<file path="config.mk">
export PLATFORM = sky130hd
export DESIGN_NAME = utf8_byte_stream_decoder_unit
export DESIGN_NICKNAME = d
export VERILOG_FILES = /design/src/ubsd_pkg.sv /design/src/utf8_byte_stream_decoder_unit.sv
export VERILOG_INCLUDE_DIRS = /design/src /design/src/src
export SDC_FILE = /design/constraint.sdc
export NUM_CORES = 1
export LEC_CHECK = 0
export BUFFER_PORTS_ARGS = -buffer_cell sky130_fd_sc_hd__buf_4
export CAP_MARGIN = 20
export CORE_ASPECT_RATIO = 1.2
export CORE_MARGIN = 4
export CORE_UTILIZATION = 40
export CTS_CLUSTER_SIZE = 25
export DETAILED_ROUTE_END_ITERATION = 10
export GPL_ROUTABILITY_DRIVEN = 0
export GPL_TIMING_DRIVEN = 0
export PLACE_DENSITY_LB_ADDON = 0.08
export SYNTH_ARGS = -nofsm -noshare
export SYNTH_HDL_FRONTEND = slang
export SYNTH_SLANG_ARGS = --single-unit
export TNS_END_PERCENT = 10
</file>
<file path="constraint.sdc">
create_clock -name clk -period 3.2 [get_ports clk]
set_clock_uncertainty 0.05 [all_clocks]
set_input_delay 0.16 -clock clk [delete_from_list [all_inputs] [get_ports clk]]
set_output_delay 0.16 -clock clk [all_outputs]
set_load 0.05 [all_outputs]
</file>
<file path="src/utf8_byte_stream_decoder_unit_defines.svh">
// Assertion macros for the UTF-8 byte stream decoder.
`ifndef UTF8_BYTE_STREAM_DECODER_UNIT_DEFINES_SVH
`define UTF8_BYTE_STREAM_DECODER_UNIT_DEFINES_SVH

// Clocked assertion, off while reset is asserted.
`define UBSD_ASSERT(label, prop, msg) \
    label: assert property (@(posedge clk) disable iff (!rst_n) (prop)) else $error(msg);

// Clocked assertion, checked during reset too.
`define UBSD_ASSERT_ALWAYS(label, prop, msg) \
    label: assert property (@(posedge clk) (prop)) else $error(msg);

`endif

</file>
<file path="src/ubsd_pkg.sv">
// Package: types and constants of the UTF-8 byte stream decoder.
`timescale 1ns / 1ps

package ubsd_pkg;

    localparam int CP_W    = 21;
    localparam int COUNT_W = 3;
    localparam int KIND_W  = 2;

    localparam logic [KIND_W-1:0] KIND_CHAR  = 2'd0;
    localparam logic [KIND_W-1:0] KIND_ERROR = 2'd1;
    localparam logic [KIND_W-1:0] KIND_END   = 2'd2;

    localparam logic [7:0] LEAD2_MASK = 8'hC0;
    localparam logic [7:0] LEAD3_MASK = 8'hE0;
    localparam logic [7:0] LEAD4_MASK = 8'hF0;
    localparam logic [7:0] BITS4_MASK = 8'h07;
    localparam logic [7:0] BITS3_MASK = 8'h0F;
    localparam logic [7:0] BITS2_MASK = 8'h1F;
    localparam logic [7:0] CONT_MASK  = 8'h3F;

    typedef struct packed {
        logic [CP_W-1:0]    code_point;
        logic [COUNT_W-1:0] byte_count;
        logic [KIND_W-1:0]  kind;
    } ubsd_res_t;

endpackage

</file>
<file path="src/utf8_byte_stream_decoder_unit.sv">
// Top level: UTF-8 byte stream decoder with a two-entry result buffer.
`timescale 1ns / 1ps
`include "utf8_byte_stream_decoder_unit_defines.svh"

// Usage
//   Input channel (in_valid/in_ready): one item per accepted cycle, either a
//   raw byte (in_byte) or an end-of-input marker (is_end = 1, byte ignored).
//   Output channel (out_valid/out_ready): one result per completed character
//   (kind 0), stray continuation byte (kind 1) or end marker (kind 2), with
//   code_point and byte_count. Lead and inner bytes of a multi-byte sequence
//   give no result; the result comes with the last byte.
// Output: a result is presented in the cycle after the item that causes it
//   is accepted when the head register is free; else it waits in the skid.
// Throughput: one item per cycle while in_ready is high. The decode is a single
//   pass of combinational logic from the accepted item and the sequence state
//   into the result register and the sequence state registers.
// Stall: a result register plus one skid entry sit on the output. While the
//   receiver stalls the block keeps taking items until one more result sits
//   in the skid entry; items that give no result never fill it. in_ready
//   drops once the skid entry is occupied and rises again the cycle after
//   the receiver takes a result.
// Reset: rst_n (asynchronous, active low) empties the result buffer and
//   returns the decoder to idle, with no open sequence.

module utf8_byte_stream_decoder_unit
    import ubsd_pkg::*;
(
    input  logic               clk,
    input  logic               rst_n,
    input  logic               in_valid,
    output logic               in_ready,
    input  logic [7:0]         in_byte,
    input  logic               is_end,
    output logic               out_valid,
    input  logic               out_ready,
    output logic [CP_W-1:0]    code_point,
    output logic [COUNT_W-1:0] byte_count,
    output logic [KIND_W-1:0]  kind
);

    // Sequence state
    logic [1:0]         pending_reg, pending_next;
    logic [CP_W-1:0]    acc_reg, acc_next;
    logic [COUNT_W-1:0] taken_reg, taken_next;

    // Result buffer: head register and skid entry
    logic      out_valid_reg, out_valid_next;
    logic      skid_valid_reg, skid_valid_next;
    ubsd_res_t out_reg, out_next;
    ubsd_res_t skid_reg, skid_next;

    logic      accept, take, has_res;
    ubsd_res_t res;
    logic [COUNT_W-1:0] taken_inc;

    assign in_ready = !skid_valid_reg;
    assign accept   = in_valid && in_ready;
    assign take     = out_valid_reg && out_ready;
    assign taken_inc = taken_reg + COUNT_W'(1);

    // Decode one item against the open sequence
    always_comb
    begin
        has_res      = 1'b0;
        res          = '0;
        pending_next = pending_reg;
        acc_next     = acc_reg;
        taken_next   = taken_reg;
        if (is_end)
        begin
            // End marker drops any partial sequence
            has_res      = 1'b1;
            res.kind     = KIND_END;
            res.byte_count = taken_reg;
            pending_next = '0;
            acc_next     = '0;
            taken_next   = '0;
        end
        else if (pending_reg != 2'd0)
        begin
            // Inner byte: low six bits shifted in, top bits not checked
            acc_next     = {acc_reg[CP_W-7:0], in_byte[5:0]};
            taken_next   = taken_inc;
            pending_next = pending_reg - 2'd1;
            if (pending_reg == 2'd1)
            begin
                has_res        = 1'b1;
                res.kind       = KIND_CHAR;
                res.code_point = acc_next;
                res.byte_count = taken_inc;
                pending_next   = '0;
                acc_next       = '0;
                taken_next     = '0;
            end
        end
        else if (!in_byte[7])
        begin
            has_res        = 1'b1;
            res.kind       = KIND_CHAR;
            res.code_point = CP_W'(in_byte);
            res.byte_count = COUNT_W'(1);
        end
        else if ((in_byte & LEAD2_MASK) != LEAD2_MASK)
        begin
            // Stray continuation byte in lead position
            has_res        = 1'b1;
            res.kind       = KIND_ERROR;
            res.byte_count = COUNT_W'(1);
        end
        else
        begin
            taken_next = COUNT_W'(1);
            if ((in_byte & LEAD4_MASK) == LEAD4_MASK)
            begin
                acc_next     = CP_W'(in_byte & BITS4_MASK);
                pending_next = 2'd3;
            end
            else if ((in_byte & LEAD3_MASK) == LEAD3_MASK)
            begin
                acc_next     = CP_W'(in_byte & BITS3_MASK);
                pending_next = 2'd2;
            end
            else
            begin
                acc_next     = CP_W'(in_byte & BITS2_MASK);
                pending_next = 2'd1;
            end
        end
    end

    // Result buffer next state
    always_comb
    begin
        out_valid_next  = out_valid_reg;
        skid_valid_next = skid_valid_reg;
        out_next        = out_reg;
        skid_next       = skid_reg;
        if (take)
        begin
            if (skid_valid_reg)
            begin
                out_next        = skid_reg;
                skid_valid_next = 1'b0;
            end
            else
            begin
                out_valid_next = 1'b0;
            end
        end
        if (accept && has_res)
        begin
            // skid is empty whenever an item is accepted
            if (out_valid_reg && !take)
            begin
                skid_next       = res;
                skid_valid_next = 1'b1;
            end
            else
            begin
                out_next       = res;
                out_valid_next = 1'b1;
            end
        end
    end

    always_ff @(posedge clk or negedge rst_n)
    begin
        if (!rst_n)
        begin
            pending_reg    <= '0;
            acc_reg        <= '0;
            taken_reg      <= '0;
            out_valid_reg  <= 1'b0;
            skid_valid_reg <= 1'b0;
        end
        else
        begin
            if (accept)
            begin
                pending_reg <= pending_next;
                acc_reg     <= acc_next;
                taken_reg   <= taken_next;
            end
            out_valid_reg  <= out_valid_next;
            skid_valid_reg <= skid_valid_next;
        end
    end

    // Payload registers, no reset
    always_ff @(posedge clk)
    begin
        out_reg  <= out_next;
        skid_reg <= skid_next;
    end

    assign out_valid  = out_valid_reg;
    assign code_point = out_reg.code_point;
    assign byte_count = out_reg.byte_count;
    assign kind       = out_reg.kind;

    // Checks
    `UBSD_ASSERT_ALWAYS(a_skid_behind_head, skid_valid_reg |-> out_valid_reg,
        "skid entry holds a result while the head register is empty")
    `UBSD_ASSERT(a_idle_consistent, (pending_reg == 2'd0) |-> (taken_reg == '0),
        "no open sequence but bytes counted as taken")
    `UBSD_ASSERT(a_char_count, (out_valid_reg && kind == KIND_CHAR) |->
        (byte_count != '0 && byte_count <= COUNT_W'(4)),
        "character result with a byte count outside one to four")
    `UBSD_ASSERT(a_end_clears, (accept && is_end) |=> (pending_reg == 2'd0),
        "end marker left a sequence open")

endmodule
</file>
* Word level (Yosys, flattened, before mapping)
Cells that the tools add are included.
** Storage, ports and cells
- Bits of input ports :: 13
- Bits in latches :: 0
- Logic and storage cells :: 70
- Memories :: 0
- Memory bits (read-only) :: 0
- RAM bits :: 0
- Flip-flop bits (word level) :: 74
** Operators by class
- Muxes and demuxes :: 42
- Div/mod/pow operators :: 0
- $mul :: 0
- Order comparisons :: 0
- Bitwise operators :: 0
- Equality and inequality tests :: 5
- Shift operators :: 0
- Add/sub/neg operators :: 2
- Reduce and logical (&&, ||, !) cells :: 10
** Operators by type and width (count)
- 2-to-1 mux 26 bit :: 6
- 2-to-1 mux 15 bit :: 5
- 2-to-1 mux 21 bit :: 1
- 2-to-1 mux 3 bit :: 7
- 2-to-1 mux 5 bit :: 3
- 2-to-1 mux 2 bit :: 7
- 2-to-1 mux 1 bit :: 12
- 2-to-1 mux 7 bit :: 1
- == test 4 bit (second input constant) :: 1
- logical AND 1 bit :: 4
- adder 3 x 1 -> 3 bit (second input constant) :: 1
- == test 3 bit (second input constant) :: 1
- inequality test 3 bit (second input constant) :: 1
- AND reduction 3 bit :: 1
- nonzero test 3 bit :: 1
- == test 2 x 1 -> 1 bit (second input constant) :: 1
- zero test 1 bit :: 2
- inequality test 2 bit (second input constant) :: 1
- AND reduction 2 bit :: 1
- nonzero test 2 bit :: 1
- subtractor 2 x 1 -> 2 bit (second input constant) :: 1

* Logic depth before layout (Yosys ltp)
Gate-level depths: netlist (run 1).
- Word-level depth :: 7
- Gate-level depth with buffers :: 8
- Depth with buffers taken out :: 5

* Worst setup path after synthesis (run 1)
Ideal clock, no wire load.
- Path kind :: reg-to-reg
- Start point :: reg pending_reg[0]
- End point :: reg skid_reg[0] (netlist bit) (enable)
- Buffers on the path :: 1
- Data required time :: 2.741 ns
- Cell stages (with the launch flop) :: 7
- Data arrival time :: 2.220 ns
- Slack :: 0.521 ns
- Path through :: dfrtp_1 inv_1 ha_1 buf_2 nand4b_1 nand3_1 nor2_1
** On the way
- Longest elaborated chain between the ends :: 6
- Elaborated cells between the ends (all ways) :: 7
** Ends and longest elaborated chain
- from (decl) :: line utf8_byte_stream_decoder_unit.sv:42 : logic [1:0] pending_reg, pending_next;
- from (signal assigned) :: line utf8_byte_stream_decoder_unit.sv:180 : pending_reg <= pending_next;
- == test 2 x 1 -> 1 bit :: line utf8_byte_stream_decoder_unit.sv:85 : if (pending_reg == 2'd1)
- 2-to-1 mux 1 bit :: line utf8_byte_stream_decoder_unit.sv:85
- 2-to-1 mux 1 bit * :: line utf8_byte_stream_decoder_unit.sv:79 : else if (pending_reg != 2'd0)
- 2-to-1 mux 1 bit * :: line utf8_byte_stream_decoder_unit.sv:69 : if (is_end)
- logical AND 1 bit * :: line utf8_byte_stream_decoder_unit.sv:150 : if (accept && has_res)
- AND reduction 2 bit (no line) *
- to (signal assigned) :: line utf8_byte_stream_decoder_unit.sv:193 : skid_reg <= skid_next;
- to (decl) :: line utf8_byte_stream_decoder_unit.sv:50 : ubsd_res_t skid_reg, skid_next;
Every way passes the cells marked *; elsewhere a longest branch is shown, timed or not.
A chain may end at the register's enable or synchronous reset.

* Worst setup path in the final report (run 1)
- Start point :: reg pending_reg[0]
- End point :: reg skid_reg[10] (netlist bit) (enable)
The elaborated chain is that of the path after synthesis.

==> impl_metrics.json, run 1 <==
{
  "rrSetupSlack_ns": 0.81,
  "coreArea_mm2": 0.00856,
  "wl_per_cell_um": 16.1,
  "cts_max_path_buffers": 2,
  "overflow": 0,
  "areaGrowthSynthToFinish_pct": 20.1,
  "grt_pass1_vias": 2342,
  "power.density_mw_per_mm2": 984,
  "num-fill-cells": 811,
  "synth_top_area_share_pct": 22.2,
  "maxCapViolCount": 0,
  "synth-seq-area-share_pct": 52.7,
  "antenna_cells": 0,
  "final_area_mm2": 0.00422,
  "p_leak_nw": 1.93,
  "post-route-util_pct": 49.2,
  "swShare_pct": 38.4,
  "tightest_slew_ns": 0.830,
  "postCtsHoldBufs": 2,
  "placed_area_mm2": 0.00397,
  "antenna_found_initial": 0,
  "wirelength_um": 7210,
  "largest_reg_flops": 26,
  "layout_common_cells": "buf_4, mux2_4, dfxtp_1, edfxtp_1, inv_1",
  "ys_types": 39,
  "synth_edf_count": 26,
  "pwr-share-seq_pct": 34.5,
  "die_w_um": 93.5,
  "synthArstFlopShare_pct": 29.7,
  "grt_first_pass_wirelength_um": 12100,
  "die-area_mm2": 0.0103,
  "grt_use_total_pct": 15.3,
  "layout-drive-gt1-share_pct": 34.9,
  "postRouteAntennaNets": 0,
  "internal-power_mw": 2.56,
  "synthCells": 274,
  "syn-num-nets": 291,
  "maxSlewHeadroom_pct": 44.5,
  "holdPathStages": 3,
  "h-tree-depth": 3,
  "root_buffer": "clkbuf_8",
  "synth-main-ff-cell": "edfxtp_1",
  "rr_worst_depth": 6,
  "drv_slew": 0,
  "p_comb_share_pct": 45.0,
  "final_hold_viol_count": 0,
  "first_pass_iters": 4,
  "path_clk_slew_ns": 0.07,
  "switchingPower_mw": 1.59,
  "synth_area_leader_cell": "edfxtp_1",
  "clock-sinks": 74,
  "dp_hpwl_um": 5030,
  "critPathKind": "register to register",
  "io_buffers": 40,
  "min_period_over_period_pct": 74.7,
  "clk_latency_ns": 0.35,
  "dieHeight_um": 111,
  "finalSetupViolations": 0,
  "yosys_warnings": 0,
  "max_freq_ghz": 0.419,
  "nNetsFinal": 344,
  "fp-row-count": 37,
  "worstSetupStartpointType": "register",
  "drt_iter0_drc": 71,
  "vias": 2176,
  "rsz0062_at_grt": "false",
  "via_per_inst": 4.85,
  "synth_area_per_cell_um2": 12.8,
  "tns_ns": 0,
  "period_needed_ns": 2.39,
  "min_path_type": "primary input to register",
  "p_clk_share_pct": 20.5,
  "cts_tree": "built",
  "cts_resized": 0,
  "status": "finished, final reports clean",
  "synth_seq_cells": 74,
  "grt_max_degree": 27,
  "crit_fanout": 26,
  "peakVddDrop_uv": 435,
  "crit_arrival_ns": 2.32,
  "end_kind": "register",
  "cts_buffers": 9,
  "ioPinCount": 41,
  "final_common_cell": "buf_4",
  "drc": 0,
  "post_cts.repair.setup_buffers": 0,
  "ys_top_cells_by_area": "edfxtp_1, dfrtp_1, dfxtp_1",
  "initial_utilization_pct": 41.0,
  "synthesis.area_mm2": 0.00351,
  "cp_data_required_time_ns": 3.13
}
worst paths after layout:
| path | to | start |
|---|---|---|
| min in group asynchronous | out_valid$_DFF_PN0_ | rst_n |
| worst max register to register | skid_reg[10]$_DFFE_PP_ | pending_reg[0]$_DFFE_PN0P_ |
| max in group asynchronous | acc_reg[10]$_DFFE_PN0P_ | rst_n |
| worst min register to register | acc_reg[12]$_DFFE_PN0P_ | acc_reg[12]$_DFFE_PN0P_ |
| worst min-delay path | acc_reg[5]$_DFFE_PN0P_ | in_byte[5] |
| worst max-delay path | skid_reg[10]$_DFFE_PP_ | pending_reg[0]$_DFFE_PN0P_ |
metrics by stage:
stage | power (mW) | hold WS [ns] | worst slack [ns] | cells
final | 4.15 | 0.0515 | 0.811 | 449
after global routing | 4.38 | 0.0528 | 0.616 | 449
after CTS | 4.21 | 0.0327 | 0.752 | 449
after detailed placement | 3.34 | 0.0237 | 0.776 | 431
after global placement | 3.32 | 0.0234 | -0.391 | 431
after floorplan | 2.84 | -0.186 | 0.521 | 274
routing by layer:
layer	wire length, um	vias to the layer above	part of all wire, %	GRT usage (%)
met1	3140	1059	44	19.3
li1	-	1064	-	-
met4	122	0	1.7	6.65
met3	289	10	4.0	3.47
met5	0	-	0	0
met2	3660	43	51	24.9
worst max-delay path: stages (launching register included):
cell and delay, ns:
dfrtp_1 0.39, inv_1 0.08, ha_1 0.22, buf_2 0.19, nand4b_1 0.20, nand3_1 0.20
nor2_4 0.67
power groups by stage:
stage	clock network [mW]	logic (mW)	registers (mW)
detailed placement	0	1.88	1.46
floorplan	0	0.869	1.98
global placement	0	1.87	1.45
finish	0.851	1.87	1.43
global route	0.915	1.99	1.48
CTS	0.878	1.89	1.44
cell type report:
cell class,instances,area (um2),area share (%)
multi-input cells,164,1490,35.4
plain buffers,11,80.1,1.90
clock buffers,9,124,2.94
clock inverters,7,108,2.55
flip-flops and latches,74,1850,43.9
repair buffers,42,320,7.59
well taps,117,146,3.47
inverters,25,93.8,2.22
cell usage after synthesis (all sizes together) (3+ instances only):
library cell  count
nor4b             3
nor3              3
dfxtp            26
inv              25
mux2             47
o21ai            10
dfrtp            22
nand3b            3
and2             15
mux2i            23
buf              11
nor2b            14
a21oi             3
edfxtp           26
nand2            16
ha                4
kinds of logic (layout without fill, tap and decap cells):
logic type	after synthesis	after routing	synth area share, %
fa+ha+maj	4	4	1.43
simple gates	69	69	12.5
buf+inv	36	94	4.95
mux	70	70	24.6
compound gates	21	21	3.78
flops	74	74	52.7
Power figures use the tool's default switching activity.
==> run 2, diff against run 1 <==
clock period = 2.3 ns   (was 3.2 ns; I/O delays follow)
==> run 2 against run 1 <==
Clock power grew 16%. Critical path type unchanged. Worst hold slack lost 0.031 ns. Design area grew 0.86%.
==> impl_metrics.json, run 2 (synthesis gave the netlist of run 1 again) <==
{
  "power.density_mw_per_mm2": 1320,
  "crit_fanout": 10,
  "critPathKind": "register to register",
  "final_hold_viol_count": 0,
  "peakVddDrop_uv": 643,
  "cp_data_required_time_ns": 2.32,
  "setup_ws_ns": 0.129,
  "placed_area_mm2": 0.00397,
  "drt_iter0_drc": 93,
  "root_buffer": "clkbuf_8",
  "postRouteAntennaNets": 0,
  "initial_utilization_pct": 41.0,
  "layout_common_cells": "buf_4, mux2_4, dfxtp_1, edfxtp_1, inv_1",
  "dp.cells": 431,
  "dp_hpwl_um": 4960,
  "grt_use_total_pct": 15.5,
  "crit_chain": "inv_1 > ha_1 > buf_2 > nand4b_1 > nand3_1 > nor2_4 > buf_4",
  "io_buffers": 40,
  "maxSlewHeadroom_pct": 53.2,
  "maxCapViolCount": 0,
  "max_freq_ghz": 0.461,
  "h-tree-depth": 3,
  "grt_pass1_vias": 2281,
  "coreArea_mm2": 0.00856,
  "p_leak_nw": 1.94,
  "drv_slew": 0,
  "via_per_inst": 4.86,
  "cts_max_path_buffers": 2,
  "cts_tree": "built",
  "final_common_cell": "buf_4",
  "wirelength_um": 7340,
  "power_mw": 5.63,
  "cp_slowest_cell": "dfrtp_1",
  "end_kind": "register",
  "wl_per_cell_um": 16.2,
  "dpl_worst_slack_ns": -0.0988,
  "finalNonFillerCells": 454,
  "status": "finished, final reports clean",
  "areaGrowthSynthToFinish_pct": 21.1,
  "period_needed_ns": 2.17,
  "worstSetupStartpointType": "register",
  "grt_max_degree": 23,
  "antenna_found_initial": 0,
  "finalSetupViolations": 0,
  "clock-sinks": 74,
  "die_w_um": 93.5,
  "dieHeight_um": 111,
  "min_path_type": "primary input to register",
  "nNetsFinal": 349,
  "first_pass_iters": 4,
  "ioPinCount": 41,
  "clk_latency_ns": 0.35,
  "tns_ns": 0,
  "rsz0062_at_grt": "true",
  "cts_buffers": 9,
  "path_clk_slew_ns": 0.08,
  "die-area_mm2": 0.0103,
  "final_area_mm2": 0.00425,
  "grt_first_pass_wirelength_um": 12100,
  "largest_reg_flops": 26,
  "num-fill-cells": 784,
  "vias": 2207,
  "cpPeakStageDelay_ns": 0.39,
  "drc": 0,
  "min_period_over_period_pct": 94.4,
  "antenna_cells": 0,
  "fp-row-count": 37,
  "overflow": 0,
  "layout-drive-gt1-share_pct": 36.8,
  "crit_arrival_ns": 2.19,
  "tightest_slew_ns": 0.701
}
-- run 2: per-layer routing --
layer / part of all wire [%] / GRT usage (%) / vias up
li1: - / - / 1077
met1: 46 / 20.5 / 1082
met2: 48 / 24.1 / 39
met3: 4.0 / 5.31 / 9
met4: 1.5 / 4.53 / 0
met5: 0 / 0 / -
-- run 2: report_power, final --
part	internal (mW)	switching, mW
logic	1.12	1.54
registers	1.76	0.226
clock network	0.465	0.522
-- run 2: area by class of cell --
class                   instances  area, um2  area share, %
inverters                      25       93.8           2.21
clock buffers                  10        149           3.50
clock inverters                 6       47.5           1.12
well taps                     117        146           3.44
plain buffers                  11       80.1           1.88
multi-input cells             165       1510           35.5
flip-flops and latches         74       1850           43.5
repair buffers                 46        375           8.82
-- run 2: repair_timing --
item                                   CTS  global route
cloned                                   1             0
pin swaps                                2             1
resized for setup                        1             1
endpoints found under the hold margin   23             0
hold buffers                             2             0
setup endpoints to repair               26            18
buffers inserted                         3             1
-- run 2: final timing paths --
kind / end / slack (ns) / startpoint / cells after the start
max in group asynchronous: acc_reg[14]$_DFFE_PN0P_ / 1.81 / rst_n / 2
worst max register to register: skid_reg[15]$_DFFE_PP_ / 0.13 / pending_reg[0]$_DFFE_PN0P_ / 7
min in group asynchronous: acc_reg[2]$_DFFE_PN0P_ / 0.14 / rst_n / 2
worst min-delay path: acc_reg[5]$_DFFE_PN0P_ / 0.02 / in_byte[5] / 3
worst min register to register: acc_reg[10]$_DFFE_PN0P_ / 0.47 / acc_reg[10]$_DFFE_PN0P_ / 2
worst max-delay path: skid_reg[15]$_DFFE_PP_ / 0.13 / pending_reg[0]$_DFFE_PN0P_ / 7
-- run 2: critical path: cells and delay by family (launching register included) --
family / cells / cell delay (ns)
simple gates: 3 / 0.80
fa+ha+maj: 1 / 0.22
flops: 1 / 0.39
buf+inv: 3 / 0.43
-- run 2: per-stage QoR --
stage	utilization [%]	hold WS [ns]
after detailed placement	46.3	-0.0158
final	49.7	0.0206
after global placement	46.3	-0.0209
after floorplan	-	-0.231
after global routing	49.7	0.00658
after CTS	49.4	0.00725
